**config.mk**
```make
export PLATFORM = sky130hd
export DESIGN_NAME = mst_slot_ram
export DESIGN_NICKNAME = d
export VERILOG_FILES = /design/src/hdl/mst_pkg.sv /design/src/hdl/mst_slot_ram.sv
export SDC_FILE = /design/constraint.sdc
export NUM_CORES = 1
export LEC_CHECK = 0
export BUFFER_PORTS_ARGS = -buffer_cell sky130_fd_sc_hd__buf_2
export CORE_UTILIZATION = 50
export CTS_CLUSTER_SIZE = 20
export DETAILED_ROUTE_END_ITERATION = 7
export PLACE_DENSITY = 0.66
export SYNTH_ARGS = -nofsm -noshare
export SYNTH_HDL_FRONTEND = slang
export SYNTH_SLANG_ARGS = --single-unit
```
**constraint.sdc**
```tcl
create_clock -name clock -period 2.65 [get_ports clock]
set_clock_uncertainty 0.1 [all_clocks]
set_input_delay 0.265 -clock clock [delete_from_list [all_inputs] [get_ports clock]]
set_output_delay 0.265 -clock clock [all_outputs]
set_load 0.02 [all_outputs]
```
**src/hdl/mst_pkg.sv**
```systemverilog
// message subscription table package: types, codes and constants
// used by every module of the block
`default_nettype none
package mst_pkg;
   localparam int POOL_ENTRIES_DEF = 32;
   localparam int HASH_SLOTS_DEF = 64;
   localparam int MAX_OUT = 32;

   typedef enum logic [1:0] {
      OP_REG = 2'd0,
      OP_UNREG = 2'd1,
      OP_DISP = 2'd2,
      OP_NONE = 2'd3
   } op_type;

   typedef enum logic [2:0] {
      ST_OK = 3'd0,
      ST_POOL_FULL = 3'd1,
      ST_TABLE_FULL = 3'd2,
      ST_BAD_HANDLE = 3'd3,
      ST_NOT_FOUND = 3'd4
   } status_type;

   typedef enum logic [4:0] {
      S_IDLE,
      S_CHECK,
      S_PROBE_RD,
      S_PROBE_KEY,
      S_PROBE_EVAL,
      S_WALK_RD,
      S_WALK_EVAL,
      S_REG_WRITE,
      S_UNREG_WRITE,
      S_DISP_RD,
      S_DISP_OUT,
      S_RESP,
      S_CLEAR
   } state_type;
endpackage
`default_nettype wire

```
**src/hdl/mst_slot_ram.sv**
```systemverilog
// slot head memory: one write port, one registered read port
// depends on mst_pkg
`default_nettype none
module mst_slot_ram
   import mst_pkg::*;
#(
   parameter int SLOTS = HASH_SLOTS_DEF,
   parameter int PW = 6
) (
   input  wire logic                     clock,
   input  wire logic                     wr_en,
   input  wire logic [$clog2(SLOTS)-1:0] wr_addr,
   input  wire logic [PW-1:0]            wr_data,
   input  wire logic [$clog2(SLOTS)-1:0] rd_addr,
   output logic      [PW-1:0]            rd_data
);
   logic [PW-1:0] mem [SLOTS];
   always_ff @(posedge clock) begin
      if (wr_en) begin
         mem[wr_addr] <= wr_data;
      end
      rd_data <= mem[rd_addr];
   end
endmodule
`default_nettype wire

```
==> impl_metrics.yaml, run 1 <==
detailed_routing:
  wire_per_inst_um: 26.7
  ant_nets: 0
  drt_pre_antenna_iters: 5
  drt_iter0_markers: 805
  vias_per_cell: 6.10
  drcViolationCount: 0
  wirelength_um: 32800
  via_count: 7504
floorplan:
  core_area_um2: 29800
  die_x_um: 177
  io_pins: 26
  die_h_um: 177
  dieArea_um2: 31200
  initial_core_util_pct: 51.1
  row_count: 63
cts:
  htreeDepth: 2
  post_cts_buffers: 0
  postCtsHoldBufs: 0
  clk-insertion-delay-late_ns: 0.53
  root_buffer: "clkbuf_16"
  clock_sinks: 390
  cts_tree: "done"
  cts-buffers-inserted: 39
  cts-resized-gates: 0
  clk_path_buf_depth: 3
  clkTransAtPathRegs_ns: 0.06
synth:
  ys_ff_latch: 390
  synth_edf_count: 384
  syn-num-nets: 740
  ys_warn_count: 0
  ys.flop_type: "edfxtp_1"
  avgSynthCellArea_um2: 21.1
  synth-seq-area-share_pct: 76.5
  async_flop_share_pct: 0
  synth_top_area_share_pct: 75.7
  yosysTopAreaCell: "edfxtp_1"
  ys_top_cells_by_area: "edfxtp_1 76%, mux4_2 13%, nor2_1 1.7%"
  syn_area_um2: 15200
  syn-instance-count: 720
  ys_types: 37
sta:
  slew_headroom_pct: 51.3
  min_period_over_period_pct: 70.9
  period_minus_slack_ns: 1.88
  tns_ns: 0
  worstMarginPinSlew_ns: 0.724
  finalSetupViolations: 0
  rsz0062_at_grt: "false"
  fmax_mhz: 532
  finalHoldViolCount: 0
  worst_slack_ns: 0.771
  slew_violations: 0
power:
  seqPwrFrac_pct: 53.1
  p_sw_share_pct: 20.6
  switching_power_w: 0.00266
  p_leak_nw: 5.55
  p_int_w: 0.0102
  worst_ir_drop_vdd_v: 0.000562
  power_density_nw_per_um2: 741
  clkPwrFrac_pct: 41.8
  power_frac_comb_pct: 5.1
critical_path:
  critPathRequiredTime_ns: 2.96
  path_max_fanout: 21
  endpoint_kind: "register"
  r2r_setup_slack_ns: 0.78
  reg2reg_depth: 4
  worstReg2RegEnd: "rd_data[4]$_DFF_P_"
  arrival_ns: 2.19
  rr_startpoint: "mem[11][4]$_DFFE_PP_"
  crit_type: "input pin to register"
  startpoint_type: "input pin"
global_route:
  grt_pass1_vias: 7854
  grt.total_usage_pct: 22.2
  grt_antenna_before_repair: 1
  grt-ovfl-total: 0
  grt_pass1_wl_um: 49900
  grt_max_degree: 65
run:
  drv_cap: 0
worst_hold_path:
  worstHoldStart: "wr_data[2]"
  hold_depth: 1
  min_to: "mem[14][2]$_DFFE_PP_"
  hold_class: "input pin to register"
placed_design:
  dp_hpwl_um: 21200
  numPortBuffers: 25
  gp_congestion: 0.840
  post-place-ws_ns: 0.318
final_layout:
  finalNetCount: 830
  area_growth_pct: 14.4
  mostFrequentLayoutCells: "384 x edfxtp_1, 87 x mux4_2, 67 x nor2_1"
  layout_commonest_cell: "edfxtp_1"
  drive_gt1_share_pct: 29.2
status:
  outcome: "finished clean"
[per-stage QoR]
stage	util (%)	hold WS (ns)	instance area (µm²)	total power, W	cells
after floorplan	-	0.264	15200	0.00735	720
after global routing	58.5	0.0822	17400	0.0133	1231
final	58.5	0.0793	17400	0.0129	1231
after CTS	58.5	0.0881	17400	0.0130	1230
after detailed placement	54.2	0.641	16200	0.00765	1159
after global placement	54.2	0.629	16200	0.00763	1159
[state kept, by name, indices dropped and copies added (netlist names)]
signal and cells:
rd_data 6, mem 384
[worst max path at each step]
stage | start | end | slack, ns
final | rd_addr[2] | rd_data[4]$_DFF_P_ | 0.77
after global routing | mem[43][5]$_DFFE_PP_ | rd_data[5]$_DFF_P_ | 0.71
after CTS | mem[40][5]$_DFFE_PP_ | rd_data[5]$_DFF_P_ | 0.78
after detailed placement | rd_addr[0] | rd_data[1]$_DFF_P_ | 0.32
after global placement | rd_addr[0] | rd_data[1]$_DFF_P_ | 0.35
after floorplan | rd_addr[0] | rd_data[0]$_DFF_P_ | 0.74
[logic make-up (layout without fill, tap and decap cells)]
kind of cell	count (synthesis)	in the layout	synth area share, %
buf+inv	39	159	1.65
flops	390	390	76.5
simple gates	120	120	3.67
other cells	0	1	0
compound gates	54	54	2.60
mux	117	117	15.6
[final cells by class]
cell class / count / area [µm²]
tap: 390 / 488
timing repair buffer: 88 / 694
sequential: 390 / 11700
clock buffer: 46 / 1020
antenna: 1 / 2.50
clock inverter: 25 / 238
multi-input combinational: 291 / 3320
fill: 2161 / 12400
[Yosys cell counts (all sizes together) (3+ instances only)]
master  instances
nor2b           8
a211oi          6
nor3            5
a21oi           6
mux2i          15
nand3          11
o22ai          12
mux4           93
nand3b          4
nand2b          5
edfxtp        384
a32o            3
dfxtp           6
a22oi           3
buf            23
o221ai          9
nand2           8
mux2            9
a221oi          3
o22a            6
o21ai           6
nor2           67
clkbuf         16
[layer usage]
layer,GRT usage [%],wire length (µm)
met1,32.5,14000
met2,34.7,15800
met3,3.62,2290
met4,6.43,753
met5,0,0
[power groups by stage]
stage	clock network, W	registers [W]	logic (W)
floorplan	0	0.00698	0.000368
global placement	0	0.00698	0.000648
detailed placement	0	0.00698	0.000666
CTS	0.00546	0.00685	0.000668
global route	0.00569	0.00685	0.000708
finish	0.00539	0.00685	0.000663
[worst max-delay path, cell delays in order]
cell	delay, ns
buf_2	0.47
buf_12	0.24
buf_4	0.20
nand3b_1	0.16
o22ai_1	0.43
nor3_1	0.16
o22a_1	0.23
(Power assumes the default switching activity.)
==> inputs of run 2 (changes only) <==
Settings changed: PLACE_DENSITY 0.66 to 0.68.
Clock period 2.65 ns to 1.6 ns, I/O delays scaled along.
==> impl_metrics.yaml, run 2 (synthesis results as in run 1) <==
status:
  outcome: "complete, but fails checks"
  violations: "negative setup slack"
power:
  power_density_nw_per_um2: 1200
  p_leak_nw: 6.01
  worst_ir_drop_vdd_v: 0.000818
floorplan:
  core_area_um2: 29800
  die_x_um: 177
  row_count: 63
  die_h_um: 177
  dieArea_um2: 31200
  io_pins: 26
  initial_core_util_pct: 51.1
critical_path:
  endpoint: "rd_data[3]$_DFF_P_"
  path_max_fanout: 1
  endpoint_kind: "register"
  startpoint: "mem[54][3]$_DFFE_PP_"
  r2r_setup_slack_ns: -0.22
  critPathRequiredTime_ns: 1.89
  startpoint_type: "register"
  reg2reg_depth: 5
  arrival_ns: 2.11
  worstReg2RegEnd: "rd_data[3]$_DFF_P_"
  crit_type: "register to register"
  rr_startpoint: "mem[54][3]$_DFFE_PP_"
detailed_routing:
  via_count: 7716
  wirelength_um: 33300
  ant_nets: 0
  wire_per_inst_um: 25.5
  drcViolationCount: 0
  drt_iter0_markers: 686
  vias_per_cell: 5.91
  drt_pre_antenna_iters: 5
cts:
  cts-buffers-inserted: 40
  root_buffer: "clkbuf_16"
  clkTransAtPathRegs_ns: 0.06
  cts_tree: "done"
  clk-insertion-delay-late_ns: 0.53
  post_cts_buffers: 0
  clk_path_buf_depth: 3
  clock_sinks: 390
  htreeDepth: 2
final_layout:
  antenna-diode-count: 0
  largest_register_ffs: 384
  final_area_um2: 18300
  fillers: 2050
  reg.largest.list: "mem (384), rd_data (6)"
  largest_register: "mem"
  mostFrequentLayoutCells: "384 x edfxtp_1, 127 x buf_4, 91 x mux4_2"
  layout_commonest_cell: "edfxtp_1"
  fin_util_pct: 61.5
  finalNetCount: 908
  area_growth_pct: 20.3
  drive_gt1_share_pct: 38.5
sta:
  slew_headroom_pct: 16.3
  worst_slack_ns: -0.224
  finalHoldViolCount: 0
  worstMarginPinSlew_ns: 1.26
  period_minus_slack_ns: 1.82
  fmax_mhz: 548
  finalSetupViolations: 6
  min_period_over_period_pct: 114
  rsz0062_at_grt: "true"
  slew_violations: 0
global_route:
  grt.total_usage_pct: 22.4
  grt_antenna_before_repair: 1
  grt_pass1_vias: 8111
  grt-ovfl-total: 0
  grt_pass1_wl_um: 50400
  grt_max_degree: 65
placed_design:
  numPortBuffers: 25
  dpl_cell_area_um2: 16900
  gp_congestion: 0.855
  dp_hpwl_um: 21200
run:
  drv_cap: 0
worst_hold_path:
  hold_class: "input pin to register"
-- run 2: changes by cell type in the layout (fill, tap and decap cells not counted), moves of 4 or more --
cell,before,now
a21oi_1,6,1
a21oi_2,0,5
buf_12,7,13
buf_4,57,127
clkbuf_1,6,11
clkinv_2,7,3
mux4_1,6,2
mux4_2,87,91
nor2_1,67,59
nor2_4,0,8
-- run 2: cell type report --
cell class | count | area (µm²) | share of cell area (%)
sequential | 390 | 11700 | 63.6
multi-input combinational | 291 | 3510 | 19.2
timing repair buffer | 165 | 1350 | 7.37
clock buffer | 54 | 1090 | 5.98
tap | 390 | 488 | 2.66
clock inverter | 16 | 225 | 1.23
-- run 2: worst max-delay path, stage by stage, from the launching register on --
cell and delay (ns):
edfxtp_1 0.37, mux4_2 0.50, mux2_4 0.30, o21ai_4 0.17, a21oi_2 0.05, o22a_1 0.19
-- run 2: stage by stage --
| step | cells | worst slack [ns] | hold slack, ns | power, W | setup TNS, ns |
|---|---|---|---|---|---|
| after floorplan | 720 | -0.143 | 0.159 | 0.0122 | -3.00 |
| after global placement | 1235 | -0.590 | 0.489 | 0.0128 | -6.65 |
| after detailed placement | 1235 | -0.607 | 0.490 | 0.0128 | -9.82 |
| after CTS | 1306 | -0.212 | 0.150 | 0.0221 | -1.04 |
| after global routing | 1306 | -0.246 | 0.194 | 0.0225 | -1.28 |
| final | 1306 | -0.224 | 0.178 | 0.0220 | -1.06 |
-- run 2: what timing repair did --
action,4_1_cts,5_1_grt
hold buffers,1,0
pin swaps,15,2
endpoints found under the hold margin,4,0
gates resized for setup,31,3
setup endpoints to repair,6,6
-- run 2: where the power goes --
group	switching, W	internal [W]
combinational	0.000727	0.000553
sequential	0.0000281	0.0113
clock	0.00359	0.00574
total	0.00434	0.0176
-- run 2: worst min-delay path by stage --
stage / start / end / cells after the start
CTS: rd_addr[3] / rd_data[1]$_DFF_P_ / 4
detailed placement: rd_data[3]$_DFF_P_ / rd_data[3] / 1
floorplan: wr_data[0] / mem[0][0]$_DFFE_PP_ / 0
global route: rd_addr[3] / rd_data[1]$_DFF_P_ / 4
finish: rd_addr[3] / rd_data[1]$_DFF_P_ / 4
global placement: rd_data[3]$_DFF_P_ / rd_data[3] / 1
-- run 2: per-layer routing --
layer	routed length, µm	up-vias	GRT usage (%)	part of all wire [%]
li1	-	3339	-	-
met1	13900	4006	31.2	42
met2	16200	302	36.3	49
met3	2450	67	4.37	7.4
met4	739	2	6.07	2.2
met5	11	-	0	0.033
==> inputs of run 3 (changes only) <==
Settings changed: SKIP_CTS_REPAIR_TIMING set to 1.
==> impl_metrics.yaml, run 3 (synthesis results as in run 1) <==
status:
  outcome: "complete, but fails checks"
  violations: "negative hold slack, negative setup slack"
critical_path:
  endpoint_kind: "register"
  crit_type: "register to register"
  path_max_fanout: 1
  startpoint_type: "register"
  crit_buf_inv: 0
  cp_cell_sequence: "mux4_2 > mux2_4 > o21ai_4 > a21oi_2 > o22a_1"
  path_delay_family: "multiplexers"
  slowest_stage: "mux4_2"
  critPathRequiredTime_ns: 1.89
  arrival_ns: 2.13
  critPathMaxStageDelay_ns: 0.50
final_layout:
  mostFrequentLayoutCells: "384 x edfxtp_1, 127 x buf_4, 91 x mux4_2"
  largest_register: "mem"
  layout_commonest_cell: "edfxtp_1"
  antenna-diode-count: 0
  drive_gt1_share_pct: 38.5
  area_growth_pct: 20.2
  fillers: 2055
  finalNetCount: 907
  largest_register_ffs: 384
  final_area_um2: 18300
  reg.largest.list: "mem (384), rd_data (6)"
power:
  clkPwrFrac_pct: 42.5
  p_sw_share_pct: 19.8
  p_int_w: 0.0176
  seqPwrFrac_pct: 51.7
  power_w: 0.0220
  p_leak_nw: 6.00
  switching_power_w: 0.00435
  power_density_nw_per_um2: 1200
  worst_ir_drop_vdd_v: 0.000822
  power_frac_comb_pct: 5.8
cts:
  cts-buffers-inserted: 40
  htreeDepth: 2
  clk_path_buf_depth: 3
  clk-insertion-delay-late_ns: 0.53
  root_buffer: "clkbuf_16"
  clkTransAtPathRegs_ns: 0.06
  clock_sinks: 390
  cts_tree: "done"
floorplan:
  row_count: 63
  dieArea_um2: 31200
  core_area_um2: 29800
  die_x_um: 177
  die_h_um: 177
  initial_core_util_pct: 51.1
  io_pins: 26
detailed_routing:
  drt_pre_antenna_iters: 5
  via_count: 7713
  ant_nets: 0
  drcViolationCount: 0
  wire_per_inst_um: 25.5
  wirelength_um: 33300
  vias_per_cell: 5.91
  drt_iter0_markers: 660
global_route:
  grt.total_usage_pct: 22.2
  grt_pass1_wl_um: 50100
  grt_antenna_before_repair: 1
  grt_pass1_vias: 8109
  grt_max_degree: 65
  grt-ovfl-total: 0
sta:
  worstMarginPinSlew_ns: 1.26
  finalHoldViolCount: 1
  finalSetupViolations: 6
  fmax_mhz: 542
  timing.hold.ws_ns: -0.00234
  worst_slack_ns: -0.244
  period_minus_slack_ns: 1.84
  min_period_over_period_pct: 115
  rsz0062_at_grt: "true"
  slew_headroom_pct: 15.7
  slew_violations: 0
placed_design:
  gp_congestion: 0.855
  post-place-ws_ns: -0.607
  dp_hpwl_um: 21200
  numPortBuffers: 25
  dpl_cell_area_um2: 16900
run:
  drv_cap: 0
worst_hold_path:
  hold_class: "input pin to register"
run 3: cell count changes in the layout (fill, tap and decap cells not counted), sizes merged:
cell / before / now
dlygate4sd3: 1 / 0
run 3: metrics by stage:
| step | util, % | cells | setup TNS (ns) |
|---|---|---|---|
| floorplan | - | 720 | -3.00 |
| global placement | 56.6 | 1235 | -6.65 |
| detailed placement | 56.6 | 1235 | -9.82 |
| CTS | 61.0 | 1305 | -1.76 |
| global route | 61.4 | 1305 | -1.34 |
| finish | 61.4 | 1305 | -1.08 |
run 3: power groups by stage:
stage	logic (W)	registers, W	clock network [W]
after detailed placement	0.00123	0.0116	0
final	0.00127	0.0113	0.00934
after global routing	0.00135	0.0113	0.00982
after floorplan	0.000635	0.0116	0
after global placement	0.00120	0.0116	0
after CTS	0.00123	0.0113	0.00945
run 3: tightest hold or removal path: stages:
cell      delay [ns]
buf_2           0.18
o221ai_1        0.10
o22a_1          0.13
run 3: path summary, 6_finish.rpt:
check | cells past startpoint | slack, ns | to | start
max | 5 | -0.24 | rd_data[3]$_DFF_P_ | mem[54][3]$_DFFE_PP_
min | 3 | -0.002 | rd_data[1]$_DFF_P_ | rd_addr[5]
max reg2reg | 5 | -0.24 | rd_data[3]$_DFF_P_ | mem[54][3]$_DFFE_PP_
min reg2reg | 4 | 0.76 | rd_data[0]$_DFF_P_ | mem[37][0]$_DFFE_PP_
run 3: cell type report:
type / count / area [µm²] / share of cell area, %
repair buffers: 164 / 1340 / 7.32
flip-flops and latches: 390 / 11700 / 63.7
well taps: 390 / 488 / 2.67
clock buffers: 54 / 1090 / 5.98
multi-input cells: 291 / 3500 / 19.1
clock inverters: 16 / 225 / 1.23
run 3: metal layers:
layer	global-route usage [%]	part of all wire, %
met4	6.36	1.9
met5	0	0.033
met1	30.8	42
met2	36.1	49
met3	4.41	7.1
